[src/design/avi_ce_pkg.sv]
package avi_ce_pkg;

  localparam int unsigned HeaderBytesDefault = 224;

  localparam logic [23:0] MaxFrameReset = 24'd131072;

  localparam logic [31:0] RiffTag = 32'h5249_4646;
  localparam logic [31:0] AviTag = 32'h4156_4920;
  localparam logic [31:0] VideoTag = 32'h3030_6463;
  localparam logic [31:0] DefaultPeriod = 32'd100000;

  localparam logic [31:0] PeriodBase = 32'd32;
  localparam logic [31:0] TotalBase = 32'd48;
  localparam logic [31:0] WidthBase = 32'd64;
  localparam logic [31:0] HeightBase = 32'd68;

  localparam logic [1:0] KindData = 2'd0;
  localparam logic [1:0] KindHeader = 2'd1;
  localparam logic [1:0] KindError = 2'd2;
  localparam logic [1:0] KindEmpty = 2'd3;

  typedef struct packed {
    logic       valid;
    logic [7:0] data;
  } byte_item_t;

endpackage

[src/design/avi_ce_if.sv]
interface avi_ce_byte_if;
  logic       valid;
  logic       ready;
  logic [7:0] stream_byte;

  modport source (output valid, output stream_byte, input ready);
  modport sink (input valid, input stream_byte, output ready);
endinterface

interface avi_ce_result_if;
  logic        valid;
  logic        ready;
  logic [1:0]  result_kind;
  logic [7:0]  payload_byte;
  logic        frame_last;
  logic [23:0] frame_length;
  logic [31:0] frame_number;
  logic [31:0] frame_period_us;
  logic [31:0] frame_total;
  logic [31:0] picture_width;
  logic [31:0] picture_height;

  modport source (
    output valid, output result_kind, output payload_byte, output frame_last,
    output frame_length, output frame_number, output frame_period_us,
    output frame_total, output picture_width, output picture_height,
    input ready
  );
  modport sink (
    input valid, input result_kind, input payload_byte, input frame_last,
    input frame_length, input frame_number, input frame_period_us,
    input frame_total, input picture_width, input picture_height,
    output ready
  );
endinterface

interface avi_ce_cfg_if;
  logic        valid;
  logic        ready;
  logic [23:0] max_frame_bytes;

  modport source (output valid, output max_frame_bytes, input ready);
  modport sink (input valid, input max_frame_bytes, output ready);
endinterface

[src/design/avi_video_chunk_extractor_unit.sv]
// A byte is taken into the input register, and its item into the result register.
// Throughput: one byte per cycle while the result side is ready; bytes that
// give no item still pass through the input register.
// Reset (rst_ni low, asynchronous): parser back to the header phase, counts
// and header words cleared, frame size limit back to 131072, no item pending.
module avi_video_chunk_extractor_unit
  import avi_ce_pkg::*;
#(
  parameter int unsigned HeaderBytes = HeaderBytesDefault
) (
  input  logic            clk_i,
  input  logic            rst_ni,
  avi_ce_byte_if.sink     byte_i,
  avi_ce_cfg_if.sink      cfg_i,
  avi_ce_result_if.source result_o
);

  byte_item_t item;
  logic       advance;

  avi_ce_in_reg u_in_reg (
    .clk_i     (clk_i),
    .rst_ni    (rst_ni),
    .byte_i    (byte_i),
    .advance_i (advance),
    .item_o    (item)
  );

  avi_ce_parser #(
    .HeaderBytes (HeaderBytes)
  ) u_parser (
    .clk_i     (clk_i),
    .rst_ni    (rst_ni),
    .item_i    (item),
    .advance_o (advance),
    .cfg_i     (cfg_i),
    .result_o  (result_o)
  );

endmodule

[src/design/avi_ce_in_reg.sv]
module avi_ce_in_reg
  import avi_ce_pkg::*;
(
  input  logic            clk_i,
  input  logic            rst_ni,
  avi_ce_byte_if.sink     byte_i,
  input  logic            advance_i,
  output byte_item_t      item_o
);

  logic       valid_q, valid_d;
  logic [7:0] data_q;
  logic       take;

  assign byte_i.ready = !valid_q || advance_i;
  assign take = byte_i.valid && byte_i.ready;

  always_comb begin
    valid_d = valid_q;
    if (take) begin
      valid_d = 1'b1;
    end else if (advance_i) begin
      valid_d = 1'b0;
    end
  end

  always_ff @(posedge clk_i or negedge rst_ni) begin
    if (!rst_ni) begin
      valid_q <= 1'b0;
    end else begin
      valid_q <= valid_d;
    end
  end

  always_ff @(posedge clk_i) begin
    if (take) begin
      data_q <= byte_i.stream_byte;
    end
  end

  assign item_o.valid = valid_q;
  assign item_o.data = data_q;

endmodule

[src/design/avi_ce_parser.sv]
module avi_ce_parser
  import avi_ce_pkg::*;
#(
  parameter int unsigned HeaderBytes = HeaderBytesDefault
) (
  input  logic            clk_i,
  input  logic            rst_ni,
  input  byte_item_t      item_i,
  output logic            advance_o,
  avi_ce_cfg_if.sink      cfg_i,
  avi_ce_result_if.source result_o
);

  localparam logic [2:0] PhHeader = 3'd0;
  localparam logic [2:0] PhChunk = 3'd1;
  localparam logic [2:0] PhData = 3'd2;
  localparam logic [2:0] PhSkip = 3'd3;
  localparam logic [2:0] PhPad = 3'd4;
  localparam logic [2:0] PhHalt = 3'd5;

  localparam logic [31:0] HeaderLast = 32'(HeaderBytes - 1);

  function automatic logic [31:0] lane_or(input logic [31:0] word, input logic [31:0] pos,
                                          input logic [31:0] base, input logic [7:0] b);
    logic [31:0] r;
    logic [31:0] off;
    r = word;
    off = pos - base;
    if (pos >= base && off < 32'd4) begin
      r[{off[1:0], 3'b000} +: 8] = word[{off[1:0], 3'b000} +: 8] | b;
    end
    return r;
  endfunction

  logic [2:0]  phase_q, phase_d;
  logic [31:0] pos_q, pos_d;
  logic [31:0] tag_q, tag_d;
  logic [31:0] size_q, size_d;
  logic        magic_q, magic_d;
  logic [31:0] period_q, period_d;
  logic [31:0] total_q, total_d;
  logic [31:0] width_q, width_d;
  logic [31:0] height_q, height_d;
  logic [31:0] frames_q, frames_d;
  logic [23:0] max_q;

  logic        res_valid_q;
  logic [1:0]  res_kind_q, res_kind_d;
  logic [7:0]  res_byte_q, res_byte_d;
  logic        res_last_q, res_last_d;
  logic [23:0] res_len_q, res_len_d;
  logic [31:0] res_num_q;
  logic        res_hdr_q, res_hdr_d;
  logic        emit;
  logic        step;
  logic [7:0]  b;
  logic [32:0] pos_inc;

  assign advance_o = !res_valid_q || result_o.ready;
  assign step = item_i.valid && advance_o;
  assign b = item_i.data;
  assign pos_inc = {1'b0, pos_q} + 33'd1;

  assign cfg_i.ready = 1'b1;

  always_comb begin
    phase_d = phase_q;
    pos_d = pos_q;
    tag_d = tag_q;
    size_d = size_q;
    magic_d = magic_q;
    period_d = period_q;
    total_d = total_q;
    width_d = width_q;
    height_d = height_q;
    frames_d = frames_q;
    emit = 1'b0;
    res_kind_d = KindData;
    res_byte_d = 8'd0;
    res_last_d = 1'b0;
    res_len_d = 24'd0;
    res_hdr_d = 1'b1;
    case (phase_q)
      PhHeader: begin
        if (pos_q < 32'd4 && b != RiffTag[{~pos_q[1:0], 3'b000} +: 8]) begin
          magic_d = 1'b0;
        end
        if (pos_q >= 32'd8 && pos_q < 32'd12 && b != AviTag[{~pos_q[1:0], 3'b000} +: 8]) begin
          magic_d = 1'b0;
        end
        period_d = lane_or(period_q, pos_q, PeriodBase, b);
        total_d = lane_or(total_q, pos_q, TotalBase, b);
        width_d = lane_or(width_q, pos_q, WidthBase, b);
        height_d = lane_or(height_q, pos_q, HeightBase, b);
        if (pos_q >= HeaderLast) begin
          pos_d = 32'd0;
          emit = 1'b1;
          if (!magic_d) begin
            phase_d = PhHalt;
            res_kind_d = KindError;
            res_hdr_d = 1'b0;
          end else begin
            if (period_d == 32'd0) begin
              period_d = DefaultPeriod;
            end
            phase_d = PhChunk;
            res_kind_d = KindHeader;
          end
        end else begin
          pos_d = pos_inc[31:0];
        end
      end
      PhChunk: begin
        if (pos_q < 32'd4) begin
          tag_d = {tag_q[23:0], b};
        end else begin
          size_d = lane_or((pos_q == 32'd4) ? 32'd0 : size_q, pos_q, 32'd4, b);
        end
        if (pos_q < 32'd7) begin
          pos_d = pos_inc[31:0];
        end else begin
          pos_d = 32'd0;
          if (tag_q == VideoTag && size_d <= {8'd0, max_q}) begin
            if (size_d == 32'd0) begin
              // zero-size frame: one empty-frame item
              emit = 1'b1;
              res_kind_d = KindEmpty;
              res_last_d = 1'b1;
              frames_d = frames_q + 32'd1;
              phase_d = PhChunk;
            end else begin
              phase_d = PhData;
            end
          end else if (size_d == 32'd0) begin
            phase_d = PhChunk;
          end else begin
            phase_d = PhSkip;
          end
        end
      end
      PhData: begin
        emit = 1'b1;
        res_kind_d = KindData;
        res_byte_d = b;
        res_len_d = size_q[23:0];
        res_last_d = (pos_inc == {1'b0, size_q});
        if (res_last_d) begin
          frames_d = frames_q + 32'd1;
          pos_d = 32'd0;
          phase_d = size_q[0] ? PhPad : PhChunk;
        end else begin
          pos_d = pos_inc[31:0];
        end
      end
      PhSkip: begin
        if (pos_inc >= {1'b0, size_q}) begin
          pos_d = 32'd0;
          phase_d = size_q[0] ? PhPad : PhChunk;
        end else begin
          pos_d = pos_inc[31:0];
        end
      end
      PhPad: begin
        pos_d = 32'd0;
        phase_d = PhChunk;
      end
      default: begin
        // halted: drop every byte
      end
    endcase
  end

  always_ff @(posedge clk_i or negedge rst_ni) begin
    if (!rst_ni) begin
      phase_q <= PhHeader;
      pos_q <= 32'd0;
      tag_q <= 32'd0;
      size_q <= 32'd0;
      magic_q <= 1'b1;
      period_q <= 32'd0;
      total_q <= 32'd0;
      width_q <= 32'd0;
      height_q <= 32'd0;
      frames_q <= 32'd0;
    end else if (step) begin
      phase_q <= phase_d;
      pos_q <= pos_d;
      tag_q <= tag_d;
      size_q <= size_d;
      magic_q <= magic_d;
      period_q <= period_d;
      total_q <= total_d;
      width_q <= width_d;
      height_q <= height_d;
      frames_q <= frames_d;
    end
  end

  always_ff @(posedge clk_i or negedge rst_ni) begin
    if (!rst_ni) begin
      max_q <= MaxFrameReset;
    end else if (cfg_i.valid) begin
      max_q <= cfg_i.max_frame_bytes;
    end
  end

  always_ff @(posedge clk_i or negedge rst_ni) begin
    if (!rst_ni) begin
      res_valid_q <= 1'b0;
    end else if (advance_o) begin
      res_valid_q <= step && emit;
    end
  end

  always_ff @(posedge clk_i) begin
    if (step && emit) begin
      res_kind_q <= res_kind_d;
      res_byte_q <= res_byte_d;
      res_last_q <= res_last_d;
      res_len_q <= res_len_d;
      res_num_q <= frames_q;
      res_hdr_q <= res_hdr_d;
    end
  end

  // header words are settled before any item that carries them leaves
  assign result_o.valid = res_valid_q;
  assign result_o.result_kind = res_kind_q;
  assign result_o.payload_byte = res_byte_q;
  assign result_o.frame_last = res_last_q;
  assign result_o.frame_length = res_len_q;
  assign result_o.frame_number = res_num_q;
  assign result_o.frame_period_us = res_hdr_q ? period_q : 32'd0;
  assign result_o.frame_total = res_hdr_q ? total_q : 32'd0;
  assign result_o.picture_width = res_hdr_q ? width_q : 32'd0;
  assign result_o.picture_height = res_hdr_q ? height_q : 32'd0;

`ifndef NO_ASSERTIONS
  a_error_halts: assert property (@(posedge clk_i) disable iff (!rst_ni)
    res_valid_q && res_kind_q == KindError |-> phase_q == PhHalt)
    else $error("format error item without halted parser");

  a_halt_silent: assert property (@(posedge clk_i) disable iff (!rst_ni)
    phase_q == PhHalt && !res_valid_q |=> !res_valid_q)
    else $error("item produced after halt");

  a_last_leaves_data: assert property (@(posedge clk_i) disable iff (!rst_ni)
    step && emit && res_kind_d == KindData && res_last_d |-> phase_d != PhData)
    else $error("frame end did not leave data phase");

  a_count_on_last: assert property (@(posedge clk_i) disable iff (!rst_ni)
    !(step && emit && res_last_d) |=> $stable(frames_q))
    else $error("frame count moved without a frame end");

  a_period_nonzero: assert property (@(posedge clk_i) disable iff (!rst_ni)
    res_valid_q && res_kind_q == KindHeader |-> period_q != 32'd0)
    else $error("header item with zero frame period");
`endif

endmodule

[src/flat_wrapper.sv]
// flat-port wrapper written by rule: the top's interface ports become plain ports
module avi_video_chunk_extractor_unit_flat import avi_ce_pkg::*;
#(
  parameter int unsigned HeaderBytes = HeaderBytesDefault
)
  (clk_i, rst_ni, byte_i_valid, byte_i_stream_byte, byte_i_ready, cfg_i_valid, cfg_i_max_frame_bytes, cfg_i_ready, result_o_valid, result_o_result_kind, result_o_payload_byte, result_o_frame_last, result_o_frame_length, result_o_frame_number, result_o_frame_period_us, result_o_frame_total, result_o_picture_width, result_o_picture_height, result_o_ready);
  avi_ce_byte_if byte_i_i ();
  avi_ce_cfg_if cfg_i_i ();
  avi_ce_result_if result_o_i ();
  input  logic clk_i;
  input  logic rst_ni;
  input wire logic [$bits(byte_i_i.valid)-1:0] byte_i_valid;
  input wire logic [$bits(byte_i_i.stream_byte)-1:0] byte_i_stream_byte;
  output wire logic [$bits(byte_i_i.ready)-1:0] byte_i_ready;
  input wire logic [$bits(cfg_i_i.valid)-1:0] cfg_i_valid;
  input wire logic [$bits(cfg_i_i.max_frame_bytes)-1:0] cfg_i_max_frame_bytes;
  output wire logic [$bits(cfg_i_i.ready)-1:0] cfg_i_ready;
  output wire logic [$bits(result_o_i.valid)-1:0] result_o_valid;
  output wire logic [$bits(result_o_i.result_kind)-1:0] result_o_result_kind;
  output wire logic [$bits(result_o_i.payload_byte)-1:0] result_o_payload_byte;
  output wire logic [$bits(result_o_i.frame_last)-1:0] result_o_frame_last;
  output wire logic [$bits(result_o_i.frame_length)-1:0] result_o_frame_length;
  output wire logic [$bits(result_o_i.frame_number)-1:0] result_o_frame_number;
  output wire logic [$bits(result_o_i.frame_period_us)-1:0] result_o_frame_period_us;
  output wire logic [$bits(result_o_i.frame_total)-1:0] result_o_frame_total;
  output wire logic [$bits(result_o_i.picture_width)-1:0] result_o_picture_width;
  output wire logic [$bits(result_o_i.picture_height)-1:0] result_o_picture_height;
  input wire logic [$bits(result_o_i.ready)-1:0] result_o_ready;
  assign byte_i_i.valid = byte_i_valid;
  assign byte_i_i.stream_byte = byte_i_stream_byte;
  assign byte_i_ready = byte_i_i.ready;
  assign cfg_i_i.valid = cfg_i_valid;
  assign cfg_i_i.max_frame_bytes = cfg_i_max_frame_bytes;
  assign cfg_i_ready = cfg_i_i.ready;
  assign result_o_valid = result_o_i.valid;
  assign result_o_result_kind = result_o_i.result_kind;
  assign result_o_payload_byte = result_o_i.payload_byte;
  assign result_o_frame_last = result_o_i.frame_last;
  assign result_o_frame_length = result_o_i.frame_length;
  assign result_o_frame_number = result_o_i.frame_number;
  assign result_o_frame_period_us = result_o_i.frame_period_us;
  assign result_o_frame_total = result_o_i.frame_total;
  assign result_o_picture_width = result_o_i.picture_width;
  assign result_o_picture_height = result_o_i.picture_height;
  assign result_o_i.ready = result_o_ready;
  avi_video_chunk_extractor_unit #(.HeaderBytes(HeaderBytes)) u_core (.clk_i(clk_i), .rst_ni(rst_ni), .byte_i(byte_i_i), .cfg_i(cfg_i_i), .result_o(result_o_i));
endmodule
[config.mk]
export PLATFORM = sky130hd
export DESIGN_NAME = avi_video_chunk_extractor_unit_flat
export DESIGN_NICKNAME = d
export VERILOG_FILES = /design/src/design/avi_ce_pkg.sv /design/src/design/avi_ce_if.sv /design/src/design/avi_video_chunk_extractor_unit.sv /design/src/design/avi_ce_in_reg.sv /design/src/design/avi_ce_parser.sv /design/src/flat_wrapper.sv
export SDC_FILE = /design/constraint.sdc
export NUM_CORES = 1
export LEC_CHECK = 0
export BUFFER_PORTS_ARGS = -buffer_cell sky130_fd_sc_hd__buf_2
export CORE_ASPECT_RATIO = 0.5
export CORE_UTILIZATION = 55
export DETAILED_ROUTE_END_ITERATION = 10
export PLACE_DENSITY = 0.75
export SYNTH_ARGS = -nofsm -noshare
export SYNTH_HDL_FRONTEND = slang
export SYNTH_SLANG_ARGS = --single-unit
[constraint.sdc]
create_clock -name clk_i -period 15.5 [get_ports clk_i]
set_input_delay 4.65 -clock clk_i [delete_from_list [all_inputs] [get_ports clk_i]]
set_output_delay 4.65 -clock clk_i [all_outputs]
set_load 0.01 [all_outputs]
======== Word-level counts from Yosys, hierarchy flattened ========
Index checks and enable logic that the tools add are counted.
word-level totals
  bits of input ports ..................... 37
  register bits ........................... 362
  word-level logic and storage cells ...... 175
  output and inout bits ................... 198
cells by class
  muxes and demuxes ....................... 56
  add/subtract/negate cells ............... 12
  reduce and logical (&&, ||, !) cells .... 32
  magnitude comparators ................... 17
  equality and inequality tests ........... 15
  bitwise operators ....................... 6
  shift-type cells ........................ 17
operators with widths
  cell                       count
  $mux W32                   21
  $lt A32 B3 Y1 const B      7
  $bwmux W32                 5
  $pmux W32 S5               1
  $shift A8 B7 Y32 const A   5
  $shiftx A32 B6 Y8          5
  $shiftx A8 B7 Y32          5
  $ge A32 B6 Y1 const B      2
  $ge A32 B7 Y1 const B      2
  $logic_not A32 Y1          2
  $pmux W32 S2               1
  $shiftx A32 B6 Y8 const A  2
  $sub A32 B6 Y32 const B    2
  $sub A32 B7 Y32 const B    2
  $or A8 B8 Y8               5
  $neg A5 Y7                 5
  $add A32 B1 Y33 const B    1
  $eq A33 B32 Y1             1
  $ge A33 B32 Y1             1
  $add A32 B1 Y32 const B    1
  $eq A32 B3 Y1 const B      1
  $eq A32 B30 Y1 const B     1
  $ge A32 B3 Y1 const B      1
  $ge A32 B4 Y1 const B      1
  26 further kinds           75

======== Depth between registers and ports, before layout ========
  depth in word-level cells ............... 15
  depth in mapped cells ................... 27
  mapped depth without buffers ............ 23

======== Cells and area by module ========
Synthesis repeated with hierarchy kept, for this count alone.
second synthesis, totals
  cells, all modules ...................... 2,183
  area total of the unflattened synthesis .. 21,154.0 µm²
by module, submodules not included
  module         instances  seq. area each (µm²)  area an instance (µm²)  cells each
  avi_ce_parser  1          9,176.3               20,852.5                2,170
  avi_ce_in_reg  1          265.3                 301.5                   13

======== Worst setup path after synthesis ========
Ideal clock, no wire load.
  path kind ............................... input-to-output
  start point ............................. in result_o_ready
  end point ............................... out byte_i_ready
  path slack .............................. 5.991 ns
  path buffers ............................ 0
  cell stages on the path ................. 1
  arrival time ............................ 4.859 ns
  required time ........................... 10.850 ns
  cells stage by stage .................... nand3b_1
between the ends
  word-level cells in the longest chain between the ends .. 2
RTL lines
  element             line                 text
  start: declaration  flat_wrapper.sv:28   input wire logic [$bits(result_o_i.ready)-1:0] result_o_ready;
  $logic_or A1 B1 Y1  avi_ce_parser.sv:59  assign advance_o = !res_valid_q || result_o.ready;
  $logic_or A1 B1 Y1  avi_ce_in_reg.sv:15  assign byte_i.ready = !valid_q || advance_i;
  end: declaration    flat_wrapper.sv:14   output wire logic [$bits(byte_i_i.ready)-1:0] byte_i_ready;
No other way between the ends.

======== Final worst setup path ========
Ends and elaborated chain as after synthesis.

==> results.yml <==
clock_tree:
  clkTransAtPathRegs_ns: 0.06
  cts_buffers: 35
  clk_latency_ns: 0.55
  cts_root_buf: "clkbuf_16"
  cts_hold_buf: 0
  cts.sinks: 362
  htree_levels: 2
  cts_tree: "built"
  cts_resized: 0
  cts_buffer_depth: 3
  post_cts_buffers: 0
setup_path:
  start_kind: "input pin"
  crit_required_ns: 10.85
  critPathKind: "input pin to output port"
  slowest_delay_ns: 0.18
  critical-path-slowest-cell: "nand3b_1"
  critPathArrivalTime_ns: 5.09
  cp_common_cell: "buf_2"
  rrSetupSlack_ns: 7.49
  cp_max_fo: 3
  path_delay_family: "buffers and inverters"
  crit_buf_inv: 2
  worstPathCellList: "buf_2, nand3b_1, buf_2"
  worst_setup_path_end_kind: "output port"
pwr:
  swShare_pct: 31.2
  intPower_w: 0.00165
  leakagePower_nw: 11.5
  pwr-share-seq_pct: 42.1
  powerDensity_nw_per_um2: 101
  peakVddDrop_mv: 0.0629
  p_sw_w: 0.000750
  power_w: 0.00240
  combPwrFrac_pct: 20.3
  clkPwrFrac_pct: 37.7
sta:
  fin_worst_skew_ns: 0.0204
  maxSlewViolCount: 0
  tightest_slew_ns: 1.28
  finalHoldViolations: 0
  timing.final.crit_share_pct: 62.9
  tns_ns: 0
  fmax_mhz: 103
  slew_headroom_pct: 14.2
  layout_min_cycle_time_ns: 9.74
  finalSetupViolCount: 0
  rsz0062_at_grt: "false"
synthesis:
  muxShareOfSynthArea_pct: 10.3
  ys_ff_latch: 362
  yosys.area_share.simple_pct: 24.5
  synth_warnings: 0
  ys_seq_area_share_pct: 44.9
  yosys.area.top_type: "dfrtp_1"
  syn_area_per_cell_sq_um: 9.70
  synth_cell_types: 76
  synth_xor_area_share_pct: 3.29
  syn_inst: 2167
  synth_top_family_by_area: "simple AND/OR/NAND/NOR gates"
  synth_area_leaders: "dfrtp_1 (34%), edfxtp_1 (11%), mux2_2 (5.9%)"
  synth_top_area_share_pct: 33.8
  syn-num-nets: 2273
  async_reset_ff_share_pct: 79.0
  yosys_most_used_dff: "dfrtp_1"
  syn-cell-area_sq_um: 21000
  synth-adder-area-share_pct: 4.11
  synth_edf_count: 76
  synth-compound-area-share_pct: 9.06
routing:
  drt_first_pass_iters: 6
  drc: 0
  via_per_inst: 6.12
  drt-initial-drc-count: 1793
  wirelength_microns: 62600
  antenna_left: 0
  routedWlPerCell_microns: 21.9
  vias: 17484
place:
  port_buffers: 233
  hpwl_microns: 43400
  place.gp.congestion: 0.988
die:
  pin_count: 235
  initial_core_util_pct: 56.0
  core_sq_um: 37500
  fp.dieH_microns: 140
  dieArea_sq_um: 39000
  row_count: 50
  dieWidth_microns: 278
grt:
  grt_pass1_vias: 16746
  grt_max_degree: 129
  grt_overflow_total: 0
  grt_pass1_wl_microns: 97100
  track_usage_pct: 32.1
  antenna_found_initial: 1
hold_path:
  min_path_type: "flip-flop to flip-flop"
cells_and_area:
  post_route_cells_drive_above_1_share_pct: 21.2
  nets: 2442
  area_growth_pct: 12.8
  fillCellCount: 3123
status:
  status: "complete, no violations"
run:
  drv_cap: 0
==> cells in the mapped netlist (8+ instances only) <==
cell      instances
dfrtp_1         284
nand2_1         267
nor2_1          205
and2_1          150
o21ai_0         113
mux2_2          110
clkbuf_1         90
nor3_1           80
inv_1            77
edfxtp_1         76
ha_1             69
a21o_1           55
nand3_1          55
a21oi_1          51
xor2_1           49
mux4_2           40
nor4_1           40
nand2b_1         38
nand4_1          31
xnor2_1          30
and3_1           26
buf_1            16
or4_1            16
a31oi_1          13
o31ai_1          13
or2_2            13
and4_1           12
buf_2            12
or3_1            12
nor3b_1          10
o211ai_1         10
nor4b_1           9
nor4_2            8
==> final timing paths <==
path / from / to / cells past startpoint
setup / recovery: result_o_ready / byte_i_ready / 3
hold / removal: u_core.u_parser.frames_q[16] / u_core.u_parser.result_o.frame_number[16] / 0
setup reg to reg: u_core.u_parser.pos_q[6] / u_core.u_parser.result_o.frame_length[10] / 24
hold reg to reg: u_core.u_parser.frames_q[16] / u_core.u_parser.result_o.frame_number[16] / 0
max in group asynchronous: rst_ni / u_core.u_parser.pos_q[0] / 2
min in group asynchronous: rst_ni / u_core.u_parser.frames_q[7] / 1
==> power by group through the flow <==
stage	clock network (W)	logic, W	registers [W]
6_report	0.000905	0.000488	0.00101
5_1_grt	0.000953	0.000523	0.00101
4_1_cts	0.000917	0.000475	0.00101
3_5_place_dp	0	0.000472	0.00103
3_3_place_gp	0	0.000465	0.00103
2_1_floorplan	0	0.000332	0.00101
==> worst register-to-register path, cell delays in order, from the launching register on <==
cell     delay (ns)
dfrtp_1        0.59
inv_1          0.30
ha_1           0.30
nor3b_1        0.59
buf_4          0.26
nand2_1        0.07
o31ai_1        0.38
and4_1         0.24
and4_1         0.35
and2_1         0.30
nand2_1        0.21
o21ai_0        0.37
ha_1           0.31
o21ai_0        0.16
a21oi_1        0.06
o21a_1         0.16
o21ai_0        0.14
a21oi_1        0.08
o31a_1         0.30
o32ai_1        0.65
nand4_1        0.20
or4_1          0.52
and3_1         0.26
nor2_4         0.08
buf_4          0.66
==> through the flow <==
stage | setup WS [ns] | instances | instance area [sq um] | hold slack (ns) | util (%)
2_1_floorplan | 5.99 | 2167 | 21000 | 0.425 | -
3_3_place_gp | 5.78 | 2793 | 22500 | 0.431 | 59.9
3_5_place_dp | 5.76 | 2793 | 22500 | 0.440 | 59.9
4_1_cts | 5.76 | 2857 | 23700 | 0.455 | 63.1
5_1_grt | 5.74 | 2857 | 23700 | 0.460 | 63.1
6_report | 5.76 | 2858 | 23700 | 0.453 | 63.1
==> cells by family (layout without fill, tap and decap cells) <==
| kind of cell | after synthesis | after routing |
|---|---|---|
| and+or+nand+nor | 1002 | 1002 |
| DFF | 362 | 362 |
| AOI/OAI and AO/OA | 303 | 303 |
| buffers and inverters | 199 | 395 |
| muxes | 152 | 152 |
| xor gates and xnor gates | 79 | 79 |
| adders and majority gates | 69 | 69 |
| other | 1 | 2 |
==> layout make-up <==
| cell class | instances | area, sq um | share of cell area (%) |
|---|---|---|---|
| repair buffers | 254 | 1330 | 5.63 |
| flip-flops and latches | 362 | 9450 | 39.9 |
| clock inverters | 14 | 146 | 0.618 |
| clock buffers | 50 | 1060 | 4.46 |
| diodes | 1 | 2.50 | 0.0106 |
| well taps | 494 | 618 | 2.61 |
| inverters | 77 | 289 | 1.22 |
| multi-input cells | 1606 | 10800 | 45.6 |
==> registers in the layout, indices dropped and copies added, names as in the netlist <==
signal	cells
u_core.u_parser.size_q	32
u_core.u_parser.result_o.frame_last	1
u_core.u_parser.result_o.frame_number	32
u_core.u_parser.width_q	32
u_core.u_parser.tag_q	32
u_core.u_parser.result_o.payload_byte	8
u_core.u_parser.phase_q	3
u_core.u_parser.max_q	24
u_core.u_parser.height_q	32
u_core.u_parser.magic_q	1
u_core.u_parser.period_q	32
u_core.u_in_reg.data_q	8
u_core.u_parser.result_o.frame_length	24
u_core.u_parser.res_hdr_q	1
u_core.u_parser.result_o.result_kind	2
u_core.u_parser.total_q	32
u_core.u_parser.pos_q	32
u_core.u_parser.result_o.valid	1
u_core.u_in_reg.valid_q	1
u_core.u_parser.frames_q	32
==> placed cells by master (no fill, tap or decap), drive strengths merged, types with 6 or more instances in the layout <==
cell / count
xnor2: 30
o41ai: 6
o31ai: 14
or2: 13
nand4: 31
mux2: 111
xor2: 49
edfxtp: 76
dfrtp: 284
nand2b: 38
o21ai: 116
nor3: 83
buf: 254
a21oi: 53
a31oi: 13
inv: 79
or4: 16
nor4: 48
ha: 69
nand2: 267
nand3: 55
nor2b: 7
o211ai: 10
nor4b: 12
or3: 12
and2: 150
clkinv: 8
mux4: 40
nor3b: 10
nor2: 206
and4: 12
a21o: 55
clkbuf: 50
and3: 26
==> per-layer routing <==
metal	global-route usage [%]	up-vias	share of wire, %
met2	50.7	802	45
met1	44.9	8542	42
li1	-	7971	-
met3	6.37	169	9.1
met5	0	-	0
met4	9.94	0	3.2
No activity file was read; power rests on OpenSTA's default activity.
